File: config.mk
export PLATFORM = sky130hd
export DESIGN_NAME = xor_checked_frame_parser_core
export DESIGN_NICKNAME = d
export VERILOG_FILES = /design/src/rtl/xcfp_pkg.sv /design/src/rtl/xor_checked_frame_parser_core.sv /design/src/rtl/xcfp_regs.sv /design/src/rtl/xcfp_step.sv /design/src/rtl/xcfp_skid.sv
export SDC_FILE = /design/constraint.sdc
export NUM_CORES = 1
export LEC_CHECK = 0
export BUFFER_PORTS_ARGS = -buffer_cell sky130_fd_sc_hd__buf_2
export CAP_MARGIN = 0
export CORE_ASPECT_RATIO = 0.9
export CORE_MARGIN = 4
export CORE_UTILIZATION = 40
export CTS_BUF_LIST = sky130_fd_sc_hd__clkbuf_2
export DETAILED_ROUTE_END_ITERATION = 12
export PLACE_DENSITY_LB_ADDON = 0.15
export SLEW_MARGIN = 0
export SYNTH_ARGS = -nofsm -noshare
export SYNTH_HDL_FRONTEND = slang
export SYNTH_HIERARCHICAL = 1
export SYNTH_SLANG_ARGS = --single-unit
File: constraint.sdc
create_clock -name clk_i -period 3.8 [get_ports clk_i]
set_input_delay 0 -clock clk_i [delete_from_list [all_inputs] [get_ports clk_i]]
set_output_delay 0 -clock clk_i [all_outputs]
set_load 0.01 [all_outputs]
File: src/rtl/xcfp_pkg.sv
package xcfp_pkg;

  // register map
  localparam int unsigned RegAddrW = 4;
  localparam logic [1:0] REG_HEAD = 2'd0;
  localparam logic [1:0] REG_TAIL = 2'd1;
  localparam logic [1:0] REG_MAXLEN = 2'd2;

  localparam logic [7:0] HEAD_RST = 8'd126;
  localparam logic [7:0] TAIL_RST = 8'd127;
  localparam logic [15:0] MAXLEN_RST = 16'd1024;

  // parser phases
  localparam logic [2:0] PH_HUNT = 3'd0;
  localparam logic [2:0] PH_CMD = 3'd1;
  localparam logic [2:0] PH_SER = 3'd2;
  localparam logic [2:0] PH_LEN1 = 3'd3;
  localparam logic [2:0] PH_LEN2 = 3'd4;
  localparam logic [2:0] PH_DATA = 3'd5;
  localparam logic [2:0] PH_CHECK = 3'd6;
  localparam logic [2:0] PH_TAIL = 3'd7;

  // status codes
  localparam logic [2:0] ST_CONT = 3'd0;
  localparam logic [2:0] ST_OK = 3'd1;
  localparam logic [2:0] ST_LONG = 3'd2;
  localparam logic [2:0] ST_XOR = 3'd3;
  localparam logic [2:0] ST_TAILBAD = 3'd4;

  localparam int unsigned TdataOutW = 40;
  localparam int unsigned TuserOutW = 4;

  typedef struct packed {
    logic [7:0]  head_byte;
    logic [7:0]  tail_byte;
    logic [15:0] max_payload;
  } cfg_t;

  typedef struct packed {
    logic [2:0]  status;
    logic        payload_valid;
    logic [7:0]  command;
    logic [7:0]  serial;
    logic [15:0] payload_length;
    logic [7:0]  payload_byte;
  } res_t;

endpackage

File: src/rtl/xor_checked_frame_parser_core.sv
// Byte-stream frame parser with XOR check.
// Frame: head, command, serial, len_hi, len_lo, payload[len], check, tail.
// Slave stream: one received byte per beat (s_axis_tdata).
// Master stream: exactly one result beat per input beat, in order. tuser carries
// the status (continue, ok, too long, check mismatch, tail mismatch) and a
// payload-valid flag; tdata carries command, serial, declared length and the
// payload byte. Payload bytes are forwarded as they arrive; a later error
// status tells the consumer to drop them.
// Each result is registered in the output stage, or in the skid entry while the receiver stalls.
// Throughput: one byte per cycle while the skid entry is free; the per-byte
// work is a phase update and one XOR between input handshake and output register.
// The output register is backed by a one-entry skid stage, so the input keeps
// flowing while a result waits; if the receiver stalls, s_axis_tready drops
// once the skid entry fills and rises again as soon as it drains.
// Reset (rst_ni low, async) puts the parser in hunt mode with all frame
// fields zero, empties the output stages and loads register defaults
// (head 0x7E, tail 0x7F, max payload 1024). APB registers: 0x0 head,
// 0x4 tail, 0x8 max payload; write only while the stream is idle.
module xor_checked_frame_parser_core (
  input  logic                              clk_i,
  input  logic                              rst_ni,
  // APB config
  input  logic                              psel,
  input  logic                              penable,
  input  logic                              pwrite,
  input  logic [xcfp_pkg::RegAddrW-1:0]     paddr,
  input  logic [31:0]                       pwdata,
  output logic [31:0]                       prdata,
  output logic                              pready,
  // input bytes
  input  logic                              s_axis_tvalid,
  output logic                              s_axis_tready,
  input  logic [7:0]                        s_axis_tdata,   // [7:0] rx_byte
  // results
  output logic                              m_axis_tvalid,
  input  logic                              m_axis_tready,
  // [7:0] command, [15:8] serial, [31:16] payload_length, [39:32] payload_byte
  output logic [xcfp_pkg::TdataOutW-1:0]    m_axis_tdata,
  // [2:0] status, [3] payload_valid
  output logic [xcfp_pkg::TuserOutW-1:0]    m_axis_tuser
);

  xcfp_pkg::cfg_t cfg;
  xcfp_pkg::res_t step_res;
  xcfp_pkg::res_t out_res;
  logic           in_accept;

  assign in_accept = s_axis_tvalid & s_axis_tready;

  xcfp_regs u_regs (
    .clk_i   (clk_i),
    .rst_ni  (rst_ni),
    .psel    (psel),
    .penable (penable),
    .pwrite  (pwrite),
    .paddr   (paddr),
    .pwdata  (pwdata),
    .prdata  (prdata),
    .pready  (pready),
    .cfg_o   (cfg)
  );

  // phase tracking and per-byte result
  xcfp_step u_step (
    .clk_i     (clk_i),
    .rst_ni    (rst_ni),
    .cfg_i     (cfg),
    .accept_i  (in_accept),
    .rx_byte_i (s_axis_tdata),
    .res_o     (step_res)
  );

  // result register + skid
  xcfp_skid u_skid (
    .clk_i       (clk_i),
    .rst_ni      (rst_ni),
    .push_i      (in_accept),
    .res_i       (step_res),
    .ready_o     (s_axis_tready),
    .valid_o     (m_axis_tvalid),
    .pop_ready_i (m_axis_tready),
    .res_o       (out_res)
  );

  assign m_axis_tdata = {out_res.payload_byte, out_res.payload_length,
                         out_res.serial, out_res.command};
  assign m_axis_tuser = {out_res.payload_valid, out_res.status};

endmodule

File: src/rtl/xcfp_regs.sv
module xcfp_regs (
  input  logic                             clk_i,
  input  logic                             rst_ni,
  input  logic                             psel,
  input  logic                             penable,
  input  logic                             pwrite,
  input  logic [xcfp_pkg::RegAddrW-1:0]    paddr,
  input  logic [31:0]                      pwdata,
  output logic [31:0]                      prdata,
  output logic                             pready,
  output xcfp_pkg::cfg_t                   cfg_o
);

  xcfp_pkg::cfg_t cfg_q;
  logic           wr_en;
  logic [1:0]     idx;

  assign idx    = paddr[3:2];
  assign wr_en  = psel & penable & pwrite;
  assign pready = 1'b1;
  assign cfg_o  = cfg_q;

  always_ff @(posedge clk_i or negedge rst_ni) begin
    if (!rst_ni) begin
      cfg_q.head_byte   <= xcfp_pkg::HEAD_RST;
      cfg_q.tail_byte   <= xcfp_pkg::TAIL_RST;
      cfg_q.max_payload <= xcfp_pkg::MAXLEN_RST;
    end else if (wr_en) begin
      case (idx)
        xcfp_pkg::REG_HEAD:   cfg_q.head_byte   <= pwdata[7:0];
        xcfp_pkg::REG_TAIL:   cfg_q.tail_byte   <= pwdata[7:0];
        xcfp_pkg::REG_MAXLEN: cfg_q.max_payload <= pwdata[15:0];
        default: ;
      endcase
    end
  end

  always_comb begin
    case (idx)
      xcfp_pkg::REG_HEAD:   prdata = {24'd0, cfg_q.head_byte};
      xcfp_pkg::REG_TAIL:   prdata = {24'd0, cfg_q.tail_byte};
      xcfp_pkg::REG_MAXLEN: prdata = {16'd0, cfg_q.max_payload};
      default:              prdata = 32'd0;
    endcase
  end

endmodule

File: src/rtl/xcfp_step.sv
module xcfp_step (
  input  logic           clk_i,
  input  logic           rst_ni,
  input  xcfp_pkg::cfg_t cfg_i,
  input  logic           accept_i,
  input  logic [7:0]     rx_byte_i,
  output xcfp_pkg::res_t res_o
);

  logic [2:0]  phase_q, phase_d;
  logic [7:0]  cmd_q, cmd_d;
  logic [7:0]  ser_q, ser_d;
  logic [15:0] len_q, len_d;
  logic [15:0] cnt_q, cnt_d;
  logic [7:0]  xor_q, xor_d;
  logic [2:0]  status;
  logic        pv;
  logic [15:0] cnt_inc;
  logic [15:0] len_full;

  assign cnt_inc  = cnt_q + 16'd1;
  assign len_full = {len_q[7:0], rx_byte_i};

  always_comb begin
    phase_d = phase_q;
    cmd_d   = cmd_q;
    ser_d   = ser_q;
    len_d   = len_q;
    cnt_d   = cnt_q;
    xor_d   = xor_q;
    status  = xcfp_pkg::ST_CONT;
    pv      = 1'b0;
    case (phase_q)
      xcfp_pkg::PH_HUNT: begin
        if (rx_byte_i == cfg_i.head_byte) phase_d = xcfp_pkg::PH_CMD;
      end
      xcfp_pkg::PH_CMD: begin
        cmd_d   = rx_byte_i;
        xor_d   = rx_byte_i;
        phase_d = xcfp_pkg::PH_SER;
      end
      xcfp_pkg::PH_SER: begin
        ser_d   = rx_byte_i;
        xor_d   = xor_q ^ rx_byte_i;
        phase_d = xcfp_pkg::PH_LEN1;
      end
      xcfp_pkg::PH_LEN1: begin
        len_d   = {8'd0, rx_byte_i};
        xor_d   = xor_q ^ rx_byte_i;
        phase_d = xcfp_pkg::PH_LEN2;
      end
      xcfp_pkg::PH_LEN2: begin
        len_d = len_full;
        xor_d = xor_q ^ rx_byte_i;
        cnt_d = 16'd0;
        if (len_full > cfg_i.max_payload) begin
          status  = xcfp_pkg::ST_LONG;
          phase_d = xcfp_pkg::PH_HUNT;
        end else if (len_full != 16'd0) begin
          phase_d = xcfp_pkg::PH_DATA;
        end else begin
          phase_d = xcfp_pkg::PH_CHECK;
        end
      end
      xcfp_pkg::PH_DATA: begin
        pv    = 1'b1;
        xor_d = xor_q ^ rx_byte_i;
        cnt_d = cnt_inc;
        if (cnt_inc >= len_q) phase_d = xcfp_pkg::PH_CHECK;
      end
      xcfp_pkg::PH_CHECK: begin
        if (xor_q == rx_byte_i) begin
          phase_d = xcfp_pkg::PH_TAIL;
        end else begin
          status  = xcfp_pkg::ST_XOR;
          phase_d = xcfp_pkg::PH_HUNT;
        end
      end
      default: begin
        status  = (rx_byte_i == cfg_i.tail_byte) ? xcfp_pkg::ST_OK : xcfp_pkg::ST_TAILBAD;
        phase_d = xcfp_pkg::PH_HUNT;
      end
    endcase
  end

  always_ff @(posedge clk_i or negedge rst_ni) begin
    if (!rst_ni) begin
      phase_q <= xcfp_pkg::PH_HUNT;
      cmd_q   <= 8'd0;
      ser_q   <= 8'd0;
      len_q   <= 16'd0;
      cnt_q   <= 16'd0;
      xor_q   <= 8'd0;
    end else if (accept_i) begin
      phase_q <= phase_d;
      cmd_q   <= cmd_d;
      ser_q   <= ser_d;
      len_q   <= len_d;
      cnt_q   <= cnt_d;
      xor_q   <= xor_d;
    end
  end

  always_comb begin
    res_o.status         = status;
    res_o.payload_valid  = pv;
    res_o.command        = cmd_d;
    res_o.serial         = ser_d;
    res_o.payload_length = len_d;
    res_o.payload_byte   = pv ? rx_byte_i : 8'd0;
  end

  // payload beats never carry a frame verdict
  a_pv_cont: assert property (@(posedge clk_i) disable iff (!rst_ni)
    res_o.payload_valid |-> res_o.status == xcfp_pkg::ST_CONT)
    else $error("payload beat with non-continue status");

  // tail byte always ends the frame
  a_tail_hunt: assert property (@(posedge clk_i) disable iff (!rst_ni)
    (accept_i && phase_q == xcfp_pkg::PH_TAIL) |=> phase_q == xcfp_pkg::PH_HUNT)
    else $error("parser did not return to hunt after tail");

  // payload counter never runs past the declared length
  a_cnt_bound: assert property (@(posedge clk_i) disable iff (!rst_ni)
    (phase_q == xcfp_pkg::PH_DATA) |-> cnt_q < len_q)
    else $error("payload count overran declared length");

  // hunting never yields a verdict
  a_hunt_cont: assert property (@(posedge clk_i) disable iff (!rst_ni)
    (phase_q == xcfp_pkg::PH_HUNT) |-> res_o.status == xcfp_pkg::ST_CONT)
    else $error("status raised while hunting");

endmodule

File: src/rtl/xcfp_skid.sv
module xcfp_skid (
  input  logic           clk_i,
  input  logic           rst_ni,
  input  logic           push_i,
  input  xcfp_pkg::res_t res_i,
  output logic           ready_o,
  output logic           valid_o,
  input  logic           pop_ready_i,
  output xcfp_pkg::res_t res_o
);

  logic           out_valid_q;
  logic           skid_valid_q;
  xcfp_pkg::res_t out_q;
  xcfp_pkg::res_t skid_q;

  assign ready_o = !skid_valid_q;
  assign valid_o = out_valid_q;
  assign res_o   = out_q;

  always_ff @(posedge clk_i or negedge rst_ni) begin
    if (!rst_ni) begin
      out_valid_q  <= 1'b0;
      skid_valid_q <= 1'b0;
    end else if (!out_valid_q || pop_ready_i) begin
      out_valid_q  <= skid_valid_q | push_i;
      skid_valid_q <= 1'b0;
    end else if (push_i) begin
      skid_valid_q <= 1'b1;
    end
  end

  always_ff @(posedge clk_i) begin
    if (!out_valid_q || pop_ready_i) begin
      out_q <= skid_valid_q ? skid_q : res_i;
    end else if (push_i) begin
      skid_q <= res_i;
    end
  end

  a_skid_has_out: assert property (@(posedge clk_i) disable iff (!rst_ni)
    skid_valid_q |-> out_valid_q)
    else $error("skid entry held with empty output stage");

endmodule

==> summary.md <==
| Metric | Value |
|---|---|
| Result of the run | `finished, final reports clean` |
| Relative contribution of the clock network to total power | `0.139` |
| Sequential fraction of design power | `0.456` |
| Number of iterations in the first detailed-routing pass | `5` |
| Final worst-path cycle share | `0.812` |
| Areal power density over the cells | `624 nW/µm²` |
| Combinational share of power | `0.405` |
| Total count of max-transition violations in the final report | `0` |
| Number of distinct standard cells referenced by the synthesized netlist | `65` |
| Post-route design area | `11200 µm²` |
| Area Growth Syn to Fin | `15.0%` |
| Global routing usage on met1 | `0.243` |
| Unrepaired setup endpoints after global routing | `no` |
| Final Net Count | `1007` |
| Share of synthesized area occupied by flip-flops and latches | `0.514` |
| Clock Sinks | `181` |
| Vias after detailed routing | `6336` |
| Met2 routing resource usage after global routing | `0.265` |
| CP delay by family, top | `simple AND/OR/NAND/NOR gates` |
| Floorplan die area | `26800 µm²` |
| Maximum number of pins on one net before global-route repair | `64` |
| Number of antenna violations at the first check in global routing | `1` |
| Vertical die dimension | `156 µm` |
| Worst EP required | `4.46 ns` |
| Maximum count of clock buffers along a single path | `2` |
| Fin Clk Skew | `0.0351 ns` |
| Number of synthesized flops with an enable pin | `88` |
| Initial Util | `0.411` |
| Initial DRC Count | `422` |
| Detail Route Antenna Nets | `0` |
| Commonest cells post-synth | `sky130_fd_sc_hd__edfxtp_1 (88), sky130_fd_sc_hd__dfrtp_1 (79), sky130_fd_sc_hd__mux2_2 (71)` |
| Mean cell area of the mapped netlist | `12.4 µm²` |
| Cell area after placement | `10300 µm²` |
| DRC Markers | `0` |
| Max frequency | `324 MHz` |
| Synth area leader | `sky130_fd_sc_hd__edfxtp_1` |
| Class of the worst hold path | `in -> reg` |
| Cell-internal power | `0.00433 W` |
| Switching component of the power | `0.00264 W` |
| Io pins | `130` |
| Met3 Track Usage GR | `0.0360` |
| Highest net fanout along the worst path | `7` |
| Final Routed Wirelength | `22.0 mm` |
| Area share of the leading cell type in the synthesized netlist | `0.272` |
| Port buffer count | `94` |
| Weighted congestion at the end of routability-driven global placement | `0.827` |
| Number of CTS-inserted buffers | `17` |
| Worst path most repeated cell | `sky130_fd_sc_hd__ha_1` |
| Buffers plus inverters on the worst setup path | `0` |
| Skew-Pair Late Insertion Delay | `0.74 ns` |
| Commonest register cell after synthesis | `sky130_fd_sc_hd__edfxtp_1` |
| Count leader, synth | `sky130_fd_sc_hd__edfxtp_1` |
| Ordered list of cells on the worst path | `ha_1, nand3_2, nor3_4, nand4_1, xnor2_1, ha_1, nand2_1, nor4_2, o2111ai_1, o21ai_2, a21oi_1, a211o_1` |
| Signal arrival time at the worst endpoint | `3.75 ns` |
| Global-route wire length before repair | `35.4 mm` |
| Mean routed wirelength per cell | `17.8 µm` |
| Clock root cell | `sky130_fd_sc_hd__clkbuf_2` |
| HPWL after DPL | `14.6 mm` |
| Total routing resource utilization after global routing | `0.169` |
| Netlist area before placement | `9710 µm²` |
| Cell count along the critical path | `12` |
| Share of synthesized registers carrying an async set or reset | `0.514` |
| Kind of launch point of the worst setup path | `flop` |
| Top area cells in the synthesized netlist | `sky130_fd_sc_hd__edfxtp_1 (27%), sky130_fd_sc_hd__dfrtp_1 (20%), sky130_fd_sc_hd__mux2_2 (8.2%)` |
| Gate count after technology mapping | `781` |
| Setup TNS | `0 ns` |
| Worst reg-to-reg path cell count | `12` |
| Type of element capturing the critical path | `flop` |
| Clock period minus worst slack | `3.08 ns` |
| Slew at the pin with the worst max-slew slack | `1.13 ns` |
| Worst setup path category | `reg -> reg` |
| Switching part of the total | `0.378` |
| Busiest metal layer after global routing | `met2` |
| Core outline area | `23600 µm²` |
| Worst slew slack as a fraction of its limit | `0.247` |
| Vias in the first global route | `6399` |
| YS warnings | `6` |
| Number of register bits inferred by synthesis | `181` |
| Slowest CP cell | `sky130_fd_sc_hd__dfrtp_1` |
| Routed via count divided by cell count | `5.11` |
| Total setup violations reported at the end of the flow | `0` |
| TritonCTS clock tree | `done` |
| Fraction of layout instances using a drive strength above 1 | `0.313` |
| Grt ovf | `0` |
| H-Tree Level Count | `4` |
| Peak supply drop | `0.198 mV` |
| Cell depth of the worst min-delay path | `4` |
| Die outline width | `172 µm` |
| Final Hold Viols | `0` |
| Max-capacitance violation count | `0` |
| Highest cell delay on the worst timing path | `0.47 ns` |
| Leakage | `4.90 nW` |
| Post_cts resized | `0` |
| Clock-pin slew reported for the worst setup and hold paths after clock tree synthesis | `0.27 ns` |
| Buffers inserted during post-CTS setup optimization | `0` |
| Num rows | `53` |
[per-stage QoR]
step | hold WS (ns) | power, W | cells | util | worst slack, ns
after detailed placement | 0.236 | 0.00598 | 1144 | 0.436 | 0.699
after floorplan | -0.296 | 0.00524 | 796 | - | 0.425
after CTS | 0.203 | 0.00704 | 1238 | 0.473 | 0.670
final | 0.302 | 0.00697 | 1239 | 0.473 | 0.716
after global placement | 0.238 | 0.00593 | 1144 | 0.436 | 0.734
after global routing | 0.176 | 0.00750 | 1239 | 0.473 | 0.455
[registers in the layout (all words and copies together) (netlist names)]
register             flops
u_regs/cfg_o            32
u_skid/res_o            44
u_skid/skid_q           44
u_skid/skid_valid_q      1
u_skid/valid_o           1
u_step/cmd_q             8
u_step/cnt_q            16
u_step/len_q            16
u_step/phase_q           3
u_step/ser_q             8
u_step/xor_q             8
[cells by family (layout without fill, tap and decap cells)]
| family | count (synthesis) | count (layout) | share of synthesized area |
|---|---|---|---|
| XOR/XNOR | 39 | 39 | 0.0352 |
| other | 2 | 18 | 0.000773 |
| buffers and inverters | 104 | 244 | 0.0612 |
| AO/OA/AOI/OAI | 147 | 147 | 0.101 |
| AND/OR/NAND/NOR | 151 | 151 | 0.0892 |
| flip-flops | 181 | 181 | 0.514 |
| adder cells (fa/ha/maj) | 33 | 33 | 0.0425 |
| multiplexers | 124 | 124 | 0.157 |
[timing repair]
action | in CTS | in global routing
setup endpoints to repair | 0 | 0
hold endpoints to repair | 246 | 0
hold buffers | 62 | 0
[power by group through the flow]
stage | clock network, W | registers, W | logic [W]
2_1_floorplan | 0 | 0.00318 | 0.00205
3_3_place_gp | 0 | 0.00321 | 0.00272
3_5_place_dp | 0 | 0.00323 | 0.00275
4_1_cts | 0.00101 | 0.00318 | 0.00285
5_1_grt | 0.00109 | 0.00325 | 0.00315
6_report | 0.000968 | 0.00318 | 0.00282
[worst min-delay path, cell delays in order]
cell                            delay, ns
sky130_fd_sc_hd__dlygate4sd3_1       0.54
sky130_fd_sc_hd__buf_2               0.22
sky130_fd_sc_hd__a41oi_1             0.19
sky130_fd_sc_hd__a21oi_1             0.06
[area by class of cell]
type / count / area (µm²)
multi-input combinational: 511 / 4200
timing repair buffer: 167 / 1210
inverter: 45 / 169
fill: 2180 / 12400
clock inverter: 15 / 145
sequential: 181 / 4990
tap: 302 / 378
antenna: 1 / 2.50
clock buffer: 17 / 85.1
[cell usage in the layout, fill, tap and decap left out, types with 9 or more instances in the layout]
| cell | instances |
|---|---|
| sky130_fd_sc_hd__buf_2 | 93 |
| sky130_fd_sc_hd__edfxtp_1 | 88 |
| sky130_fd_sc_hd__dfrtp_1 | 78 |
| sky130_fd_sc_hd__mux2_2 | 71 |
| sky130_fd_sc_hd__dlygate4sd3_1 | 61 |
| sky130_fd_sc_hd__nand2_1 | 58 |
| sky130_fd_sc_hd__inv_1 | 43 |
| sky130_fd_sc_hd__mux2_4 | 38 |
| sky130_fd_sc_hd__o21ai_0 | 36 |
| sky130_fd_sc_hd__ha_1 | 33 |
| sky130_fd_sc_hd__xor2_1 | 30 |
| sky130_fd_sc_hd__a21oi_1 | 28 |
| sky130_fd_sc_hd__nor2_1 | 19 |
| sky130_fd_sc_hd__and2_1 | 18 |
| sky130_fd_sc_hd__clkbuf_2 | 17 |
| sky130_fd_sc_hd__conb_1 | 17 |
| sky130_fd_sc_hd__mux2i_1 | 15 |
| sky130_fd_sc_hd__o22ai_1 | 15 |
| sky130_fd_sc_hd__dfstp_2 | 14 |
| sky130_fd_sc_hd__a21o_1 | 12 |
| sky130_fd_sc_hd__buf_4 | 11 |
| sky130_fd_sc_hd__a31oi_1 | 11 |
| sky130_fd_sc_hd__xnor2_1 | 9 |
[metal layers]
layer | wire, µm | up-vias | part of all wire
met5 | 0 | - | 0
met4 | 215 | 0 | 0.0098
met1 | 10800 | 3092 | 0.49
met2 | 10000 | 139 | 0.45
li1 | - | 3091 | -
met3 | 974 | 14 | 0.044
[worst paths after layout]
check | from | end | slack [ns]
setup / recovery | u_step/cnt_q[0] | u_step/phase_q[2] | 0.72
hold reg to reg | u_step/cnt_q[15] | u_step/cnt_q[15] | 0.54
min in group asynchronous | rst_ni | u_regs/cfg_o[16] | 0.38
max in group asynchronous | rst_ni | u_regs/cfg_o[10] | 3.02
hold / removal | s_axis_tdata[0] | u_step/xor_q[0] | 0.30
setup reg to reg | u_step/cnt_q[0] | u_step/phase_q[2] | 0.72
(Power assumes the default switching activity.)
